$ cat config.mk
export PLATFORM = sky130hd
export DESIGN_NAME = fir_lowpass_filter
export DESIGN_NICKNAME = d
export VERILOG_FILES = /design/src/hw/rtl/fir_lp_pkg.sv /design/src/hw/rtl/fir_lp_cell.sv /design/src/hw/rtl/fir_lp_mac.sv /design/src/hw/rtl/fir_lowpass_filter.sv
export SDC_FILE = /design/constraint.sdc
export NUM_CORES = 2
export LEC_CHECK = 0
export BUFFER_PORTS_ARGS = -buffer_cell sky130_fd_sc_hd__buf_2
export CORE_MARGIN = 3
export CORE_UTILIZATION = 45
export CTS_CLUSTER_SIZE = 16
export DETAILED_ROUTE_END_ITERATION = 10
export PLACE_DENSITY = 0.61
export RECOVER_POWER = 100
export SYNTH_ARGS = -nofsm -noshare
export SYNTH_HDL_FRONTEND = slang
export SYNTH_SLANG_ARGS = --single-unit
$ cat constraint.sdc
create_clock -name clk -period 7.35 [get_ports clk]
set_clock_uncertainty 0.1 [all_clocks]
set_input_delay 1.47 -clock clk [delete_from_list [all_inputs] [get_ports clk]]
set_output_delay 1.47 -clock clk [all_outputs]
set_load 0.02 [all_outputs]
$ cat src/hw/rtl/fir_lp_pkg.sv
`default_nettype none

package fir_lp_pkg;

    localparam int SAMPLE_W  = 16;
    localparam int COEF_W    = 16;
    localparam int NUM_COEFS = 8;
    localparam int COEF_IDX_W = 3;
    localparam int CFG_IDX_W = 4;
    localparam int PROD_W    = SAMPLE_W + COEF_W;
    localparam int ACC_W     = PROD_W + 4;

    localparam logic signed [COEF_W-1:0] COEF_RESET [NUM_COEFS] = '{
        -16'sd99, -16'sd362, -16'sd645, -16'sd488,
        16'sd724, 16'sd3142, 16'sd6037, 16'sd8036
    };

    typedef enum logic [1:0] {
        ST_IDLE,
        ST_MAC,
        ST_FLUSH,
        ST_FINISH
    } state_t;

    typedef struct packed {
        logic load;
        logic rotate;
    } shift_ctrl_t;

    typedef struct packed {
        logic clear;
        logic mul_en;
        logic acc_en;
    } mac_ctrl_t;

    function automatic logic signed [SAMPLE_W-1:0] round_sat(
        input logic signed [ACC_W-1:0] acc
    );
        logic signed [ACC_W:0]        biased;
        logic signed [ACC_W-15:0]     q;
        logic signed [SAMPLE_W-1:0]   res;
        biased = {acc[ACC_W-1], acc} + (ACC_W+1)'(17'sd16384);
        q = biased[ACC_W:15];
        if (q > (ACC_W-14)'(32767))
            res = 16'sh7fff;
        else if (q < -(ACC_W-14)'(32768))
            res = 16'sh8000;
        else
            res = q[SAMPLE_W-1:0];
        return res;
    endfunction

endpackage

`default_nettype wire

$ cat src/hw/rtl/fir_lp_cell.sv
`default_nettype none

module fir_lp_cell
    import fir_lp_pkg::*;
(
    input  wire logic                        clk,
    input  wire logic                        rst_n,
    input  wire shift_ctrl_t                 ctrl,
    input  wire logic signed [SAMPLE_W-1:0]  load_data,
    input  wire logic signed [SAMPLE_W-1:0]  ring_data,
    output logic signed [SAMPLE_W-1:0]       q
);

    logic signed [SAMPLE_W-1:0] sample_reg;
    logic signed [SAMPLE_W-1:0] sample_next;

    always_comb
    begin
        priority if (ctrl.load)
            sample_next = load_data;
        else if (ctrl.rotate)
            sample_next = ring_data;
        else
            sample_next = sample_reg;
    end

    always_ff @(posedge clk or negedge rst_n)
    begin
        if (!rst_n)
            sample_reg <= '0;
        else
            sample_reg <= sample_next;
    end

    assign q = sample_reg;

endmodule

`default_nettype wire

$ cat src/hw/rtl/fir_lp_mac.sv
`default_nettype none

module fir_lp_mac
    import fir_lp_pkg::*;
(
    input  wire logic                        clk,
    input  wire mac_ctrl_t                   ctrl,
    input  wire logic signed [SAMPLE_W-1:0]  sample,
    input  wire logic signed [COEF_W-1:0]    coef,
    output logic signed [SAMPLE_W-1:0]       result
);

    logic signed [PROD_W-1:0] prod_reg;
    logic signed [ACC_W-1:0]  acc_reg;

    always_ff @(posedge clk)
    begin
        if (ctrl.clear)
        begin
            prod_reg <= '0;
            acc_reg  <= '0;
        end
        else
        begin
            if (ctrl.mul_en)
                prod_reg <= sample * coef;
            if (ctrl.acc_en)
                acc_reg <= acc_reg + ACC_W'(prod_reg);
        end
    end

    assign result = round_sat(acc_reg);

endmodule

`default_nettype wire

$ cat src/hw/rtl/fir_lowpass_filter.sv
// One sample is filtered at a time by the single shared multiply-accumulate
// unit walking the rotating sample ring once per item; a new sample is taken
// only in the idle state, after the previous result has left the accumulator.
// A finished result waits in the output register while the next item runs.
// Reset (rst_n, asynchronous, active low) zeroes the delay line and loads
// the default coefficients.
`default_nettype none

module fir_lowpass_filter
    import fir_lp_pkg::*;
#(
    parameter int TAPS = 16
)
(
    input  wire logic                        clk,
    input  wire logic                        rst_n,
    input  wire logic                        cfg_valid,
    output logic                             cfg_ready,
    input  wire logic [CFG_IDX_W-1:0]        cfg_index,
    input  wire logic [COEF_W-1:0]           cfg_data,
    input  wire logic                        in_valid,
    output logic                             in_ready,
    input  wire logic signed [SAMPLE_W-1:0]  sample,
    output logic                             out_valid,
    input  wire logic                        out_ready,
    output logic signed [SAMPLE_W-1:0]       filtered
);

    localparam int CNT_W = $clog2(TAPS);

    logic signed [COEF_W-1:0]   coef_reg [NUM_COEFS];
    logic signed [SAMPLE_W-1:0] cell_q [TAPS];

    state_t             state_reg, state_next;
    logic [CNT_W-1:0]   cnt_reg, cnt_next;
    logic               out_valid_reg, out_valid_next;
    logic signed [SAMPLE_W-1:0] filtered_reg;

    shift_ctrl_t        shift_ctrl;
    mac_ctrl_t          mac_ctrl;
    logic               out_load;
    logic [CNT_W-1:0]   tap_idx;
    logic [CNT_W-1:0]   coef_sel;
    logic signed [COEF_W-1:0]   coef_cur;
    logic signed [SAMPLE_W-1:0] mac_result;

    assign cfg_ready = 1'b1;

    always_ff @(posedge clk or negedge rst_n)
    begin
        if (!rst_n)
        begin
            for (int i = 0; i < NUM_COEFS; i++)
                coef_reg[i] <= COEF_RESET[i];
        end
        else if (cfg_valid && cfg_index < CFG_IDX_W'(NUM_COEFS))
        begin
            coef_reg[cfg_index[COEF_IDX_W-1:0]] <= cfg_data;
        end
    end

    // tap under the accumulator: the tail cell after cnt rotations
    assign tap_idx  = CNT_W'(TAPS - 1) - cnt_reg;
    assign coef_sel = (tap_idx < cnt_reg) ? tap_idx : cnt_reg;
    assign coef_cur = coef_reg[COEF_IDX_W'(coef_sel)];

    genvar g;
    generate
        for (g = 0; g < TAPS; g++)
        begin : g_cell
            if (g == 0)
            begin : g_head
                fir_lp_cell u_cell (
                    .clk       (clk),
                    .rst_n     (rst_n),
                    .ctrl      (shift_ctrl),
                    .load_data (sample),
                    .ring_data (cell_q[TAPS-1]),
                    .q         (cell_q[g])
                );
            end
            else
            begin : g_body
                fir_lp_cell u_cell (
                    .clk       (clk),
                    .rst_n     (rst_n),
                    .ctrl      (shift_ctrl),
                    .load_data (cell_q[g-1]),
                    .ring_data (cell_q[g-1]),
                    .q         (cell_q[g])
                );
            end
        end
    endgenerate

    fir_lp_mac u_mac (
        .clk    (clk),
        .ctrl   (mac_ctrl),
        .sample (cell_q[TAPS-1]),
        .coef   (coef_cur),
        .result (mac_result)
    );

    always_comb
    begin
        state_next        = state_reg;
        cnt_next          = cnt_reg;
        shift_ctrl        = '0;
        mac_ctrl          = '0;
        out_load          = 1'b0;
        in_ready          = 1'b0;
        unique case (state_reg)
            ST_IDLE:
            begin
                in_ready = 1'b1;
                if (in_valid)
                begin
                    shift_ctrl.load = 1'b1;
                    mac_ctrl.clear  = 1'b1;
                    cnt_next        = '0;
                    state_next      = ST_MAC;
                end
            end
            ST_MAC:
            begin
                shift_ctrl.rotate = 1'b1;
                mac_ctrl.mul_en   = 1'b1;
                mac_ctrl.acc_en   = 1'b1;
                cnt_next          = cnt_reg + 1'b1;
                if (cnt_reg == CNT_W'(TAPS - 1))
                    state_next = ST_FLUSH;
            end
            ST_FLUSH:
            begin
                mac_ctrl.acc_en = 1'b1;
                state_next      = ST_FINISH;
            end
            ST_FINISH:
            begin
                if (!out_valid_reg || out_ready)
                begin
                    out_load   = 1'b1;
                    state_next = ST_IDLE;
                end
            end
            default:
            begin
                state_next = ST_IDLE;
            end
        endcase
    end

    always_comb
    begin
        priority if (out_load)
            out_valid_next = 1'b1;
        else if (out_ready)
            out_valid_next = 1'b0;
        else
            out_valid_next = out_valid_reg;
    end

    always_ff @(posedge clk or negedge rst_n)
    begin
        if (!rst_n)
        begin
            state_reg     <= ST_IDLE;
            cnt_reg       <= '0;
            out_valid_reg <= 1'b0;
        end
        else
        begin
            state_reg     <= state_next;
            cnt_reg       <= cnt_next;
            out_valid_reg <= out_valid_next;
        end
    end

    always_ff @(posedge clk)
    begin
        if (out_load)
            filtered_reg <= mac_result;
    end

    assign out_valid = out_valid_reg;
    assign filtered  = filtered_reg;

endmodule

`default_nettype wire

# Yosys cells after proc, flatten, opt, wreduce, memory -nomap -nowiden
# Cells that the tools add are included.
[totals]
out_inout_bits = 19
ramBits = 0
ff_bits = 475
input_bits = 41
memories = 0
latchBits = 0
romBits = 0
[classes]
reduce_logical = 11
multipliers = 1
order_cmp = 7
addsub = 4
bitwise_logic = 2
shift = 0
div = 0
eq_ne = 7
mux = 55
[op_table]
columns = ["cell", "count"]
rows = [
  ["2-to-1 mux 16 bit", 36],
  ["bitwise mux 128 bit", 1],
  ["binary-select mux 16 bit (select 3 bit)", 1],
  ["demux 16 bit (select 3 bit)", 1],
  ["adder 36 x 16 -> 37 bit (second input constant)", 1],
  ["adder 36 x 32 -> 36 bit", 1],
  ["multiplier 16 x 16 -> 32 bit", 1],
  ["> comparator 22 x 16 -> 1 bit (second input constant)", 1],
  ["< comparator 22 x 16 -> 1 bit (second input constant)", 1],
  ["2-to-1 mux 1 bit", 9],
  [">= comparator 4 bit (second input constant)", 2],
  ["inverter 3 -> 4 bit", 2],
  ["case mux 2 bit (4 select lines)", 1],
  ["case mux 4 bit (2 select lines)", 1],
  ["2-to-1 mux 2 bit", 3],
  ["inequality test 2 bit (second input constant)", 3],
  ["nonzero test 2 bit", 3],
  ["adder 4 x 1 -> 4 bit (second input constant)", 1],
  ["equality test 2 bit (second input constant)", 2],
  ["equality test 4 bit (second input constant)", 1],
  ["< comparator 4 x 1 -> 1 bit (second input constant)", 1],
  ["< comparator 4 bit", 1],
  ["< comparator 4 bit (second input constant)", 1],
  ["2-to-1 mux 4 bit", 1],
  ["10 further kinds", 11],
]

# Longest topological paths before layout
[logic_depth]
ltp_word = 8
ltp_mapped = 29

# Modules after synthesis
# A second synthesis with hierarchy kept.
[unflattened]
hier_cells = 3230
area_unflattened_um2 = 34229.1
[by_module_without_submodules]
columns = ["module", "area_per_inst_um2", "instances", "seq_area_each_um2", "cells_per_inst"]
rows = [
  ["fir_lp_mac", 14510.2, 1, 1361.3, 1642],
  ["fir_lp_cell", 744.5, 16, 400.4, 69],
  ["fir_lowpass_filter", 7807.5, 1, 3948.8, 484],
]

# Worst setup path after synthesis
# Ideal clock, no wire load.
[synth_path]
path_kind = "flip-flop to flip-flop"
from = "reg cnt_reg[3]"
to = "reg u_mac.prod_reg[31]"
setup_ns = 0.116
required_ns = 7.134
path_stages_with_launch = 29
setup_slack_ns = -0.581
arrival_ns = 7.715
period_less_slack_ns = 7.931
n_path_buf = 2
cell_sequence = "dfrtp_1 > xnor2_1 > buf_2 > mux4_2 > mux2_2 > clkbuf_1 > nand2_1 > inv_1 > fa_1 > inv_1 > fa_1 > inv_1 > fa_1 > fa_1 > fa_1 > inv_1 > fa_1 > inv_1 > ha_1 > a21o_1 > a21o_1 > a21oi_1 > o21ai_0 > and2_1 > o31ai_1 > nand3_1 > o41ai_1 > nand2_1 > o211a_1"
[synth_via]
elab_chain_cells = 8
[synth_lines]
columns = ["element", "line", "rtl"]
rows = [
  ["start: declaration", "fir_lowpass_filter.sv:35", "logic [CNT_W-1:0] cnt_reg, cnt_next;"],
  ["start signal: assignment", "fir_lowpass_filter.sv:174", "cnt_reg <= cnt_next;"],
  ["subtractor 4 bit", "fir_lowpass_filter.sv:63", "assign tap_idx = CNT_W'(TAPS - 1) - cnt_reg;"],
  ["< comparator 4 bit *", "fir_lowpass_filter.sv:64", "assign coef_sel = (tap_idx < cnt_reg) ? tap_idx : cnt_reg;"],
  ["2-to-1 mux 3 bit *", "fir_lowpass_filter.sv:64", ""],
  ["inverter 3 -> 4 bit (not written as such) *", "fir_lowpass_filter.sv:65", "assign coef_cur = coef_reg[COEF_IDX_W'(coef_sel)];"],
  ["binary-select mux 16 bit (select 3 bit) *", "fir_lowpass_filter.sv:65", ""],
  ["2-to-1 mux 16 bit (not written as such) * (2 in a row)", "fir_lowpass_filter.sv:65", ""],
  ["multiplier 16 x 16 -> 32 bit *", "fir_lp_mac.sv:26", "prod_reg <= sample * coef;"],
  ["end signal: assignment", "fir_lp_mac.sv:26", ""],
  ["end: declaration", "fir_lp_mac.sv:13", "logic signed [PROD_W-1:0] prod_reg;"],
]
# Mark *: on every way between the ends. The rest lies on a longest branch, timed or not. The select of a mux whose other input is x is not followed.
# A chain may end at the register's enable or synchronous reset.

# Worst setup path after layout
# Same ends and word-level chain as after synthesis.

==> flow_metrics.env <==
export IMPL_cts_buffers=51
export IMPL_synth_edff_count=16
export IMPL_critical_path_top_delay_family="adder cells"
export IMPL_io_buffer_count=58
export IMPL_avgViaCountPerCell=5.26
export IMPL_routedWlPerCell_um=18.1
export IMPL_dieHeight_um=268
export IMPL_finalSetupViolCount=3
export IMPL_avgSynthCellArea_um2=11.6
export IMPL_clock_latency_ns=0.61
export IMPL_maxSlewViolCount=397
export IMPL_synth_common_cells="378 x mux2_2, 346 x inv_1, 319 x dfrtp_1"
export IMPL_grt_pass1_vias=21000
export IMPL_core_um2=67500
export IMPL_synth_top_area_share_pct=25.9
export IMPL_hold_class="flip-flop to flip-flop"
export IMPL_htree_levels=2
export IMPL_place_gp_congestion=0.859
export IMPL_period_minus_slack_ns=7.42
export IMPL_worstSetupStartpointType="flip-flop"
export IMPL_cpMostUsedCell="fa_1"
export IMPL_grt_max_degree=139
export IMPL_grt_pass1_wl_um=110000
export IMPL_maxSlewHeadroom_pct=-268
export IMPL_ys_seq_elements=475
export IMPL_timing_fmax_ghz=0.135
export IMPL_synth_main_ff_cell="dfrtp_1"
export IMPL_violations="max-capacitance violations, max-slew violations, negative setup slack"
export IMPL_clockRootBuffer="clkbuf_16"
export IMPL_hpwl_um=48800
export IMPL_cp_required_ns=7.75
export IMPL_gr_usage_all_layers_pct=19.2
export IMPL_cts_tree="built"
export IMPL_die_area_um2=71700
export IMPL_syn_to_final_growth_pct=15.5
export IMPL_crit_buf_inv=8
export IMPL_vias=19700
export IMPL_yosysWarnings=0
export IMPL_hold_buffers=0
export IMPL_cpMaxStageDelayCell="fa_1"
export IMPL_grt_ovfl_total=0
export IMPL_worstPathArrival_ns=7.82
export IMPL_synthMostInstantiatedCell="mux2_2"
export IMPL_ant_nets=0
export IMPL_path_max_fanout=7
export IMPL_post_route_drc_count=0
export IMPL_final_nets=3249
export IMPL_rsz0062_at_grt="yes"
export IMPL_drt_pass1_iterations=5
export IMPL_end_kind="flip-flop"
export IMPL_hold_viol_final=0
export IMPL_wl_um=67500
export IMPL_clk_path_buf_depth=3
export IMPL_finalCritPeriodShare_pct=101
export IMPL_synth_cell_types=73
export IMPL_yosysTopAreaCell="dfrtp_1"
export IMPL_status="finished with violations"
export IMPL_synth_area_top_cells="dfrtp_1 26%, fa_1 17%, mux2_2 14%, dfstp_2 6.1%, ha_1 5.0%"
export IMPL_async_reset_ff_share_pct=82.3
export IMPL_path_clk_slew_ns=0.07
export IMPL_worst_pin_slew_ns=5.51
export IMPL_start_util_pct=45.7
export IMPL_yosysSeqAreaShare_pct=38.0
export IMPL_drive_gt1_share_pct=31.0
export IMPL_die_w_um=268
export IMPL_rows=95
export IMPL_syn_nets=3091
export IMPL_worst_slack_ns=-0.0748
export IMPL_antenna_found_initial=4
export IMPL_clock_sinks=475
export IMPL_max_stage_delay_ns=0.56
export IMPL_largest_register_ffs=240
export IMPL_worstSetupPathType="flip-flop to flip-flop"
export IMPL_fin_util_pct=52.8
export IMPL_io_pins=60
export IMPL_drtIter0Drc=1090
export IMPL_drv_cap=6
export IMPL_synth_cells=2663
export IMPL_netlist_area_um2=30800
## final cells by class
cell class                 instances  area, um^2
timing repair buffer             221        1820
multi-input combinational       1726       18000
inverter                         346        1300
tap                              873        1090
antenna                            2        5.00
clock inverter                    20         226
fill                            5796       31900
clock buffer                      74        1460
sequential                       475       11700
## per-layer routing
metal / global-route usage (%) / wire length [um]
met1: 25.9 / 30500
met2: 32.2 / 32500
met3: 2.81 / 2620
met4: 5.85 / 1850
met5: 0 / 7
## cells by family (layout without fill, tap and decap cells)
logic type,count (synthesis),after routing,synth area share [%]
simple gates,542,542,8.62
flops,475,475,38.0
mux,471,471,18.1
buf+inv,462,661,5.65
fa+ha+maj,387,387,22.1
compound gates,251,251,5.40
xor+xnor,74,74,2.10
other cells,1,3,0.0122
## worst register-to-register path, delay by kind of cell (launching register included)
family                   cells  cell delay (ns)
XOR/XNOR                     1             0.20
multiplexers                 2             0.72
flip-flops                   1             0.46
AO/OA/AOI/OAI                7             1.25
buffers and inverters        8             0.76
adder cells (fa/ha/maj)      7             3.39
AND/OR/NAND/NOR              4             0.47
## stage by stage
step           TNS, ns  hold WS [ns]  cells  setup WS (ns)  instance area, um^2
2_1_floorplan        0         0.357   2663        0.00471                31100
4_1_cts         -0.174         0.372   3730        -0.0652                35500
5_1_grt         -24.67         0.409   3736         -0.337                35600
3_3_place_gp    -0.755         0.371   3606         -0.198                33100
6_report        -0.138         0.379   3737        -0.0748                35600
3_5_place_dp     -1.77         0.377   3606         -0.260                33100
## cell usage in the layout, fill, tap and decap left out, drive strengths merged, types with 5 or more instances in the layout
master | synthesis | layout
clkinv | 0 | 12
nand2b | 22 | 22
dfxtp | 68 | 68
a31oi | 5 | 5
a211oi | 15 | 15
ha | 124 | 124
or2 | 5 | 5
edfxtp | 16 | 16
xnor2 | 45 | 45
fa | 263 | 263
dfstp | 72 | 72
o211ai | 6 | 6
nor3b | 11 | 11
xor2 | 29 | 29
and2 | 51 | 51
mux2i | 61 | 61
a211o | 5 | 5
o22ai | 6 | 6
nor3 | 17 | 17
dfrtp | 319 | 319
nand3b | 5 | 5
a21oi | 64 | 64
o31ai | 5 | 5
o21ai | 65 | 65
nand4 | 10 | 10
buf | 22 | 191
o21a | 9 | 9
mux4 | 32 | 32
inv | 346 | 348
mux2 | 378 | 378
nor2 | 115 | 115
and3 | 10 | 10
o21bai | 12 | 12
nor2b | 87 | 87
nand3 | 23 | 23
nand2 | 176 | 176
clkbuf | 94 | 104
a21o | 34 | 34
## what timing repair did
action / 4_1_cts / 5_1_grt
gates cloned: 4 / 1
setup endpoints to repair: 13 / 18
gates resized for setup: 87 / 64
buffers inserted: 29 / 6
pin swaps: 90 / 99
## path summary, 6_finish.rpt
path,start,end,slack (ns),cells after the start
worst max-delay path,cnt_reg[3],u_mac.prod_reg[31],-0.07,29
worst min-delay path,u_mac.prod_reg[28],u_mac.prod_reg[28],0.38,2
worst max register to register,cnt_reg[3],u_mac.prod_reg[31],-0.07,29
worst min register to register,u_mac.prod_reg[28],u_mac.prod_reg[28],0.38,2
max in group asynchronous,rst_n,cnt_reg[3],0.87,2
min in group asynchronous,rst_n,g_cell[6].g_body.u_cell.q[13],2.76,1
Power is not shown: default switching activity piles up to over one toggle a cycle in this logic, so the estimate is an artifact.
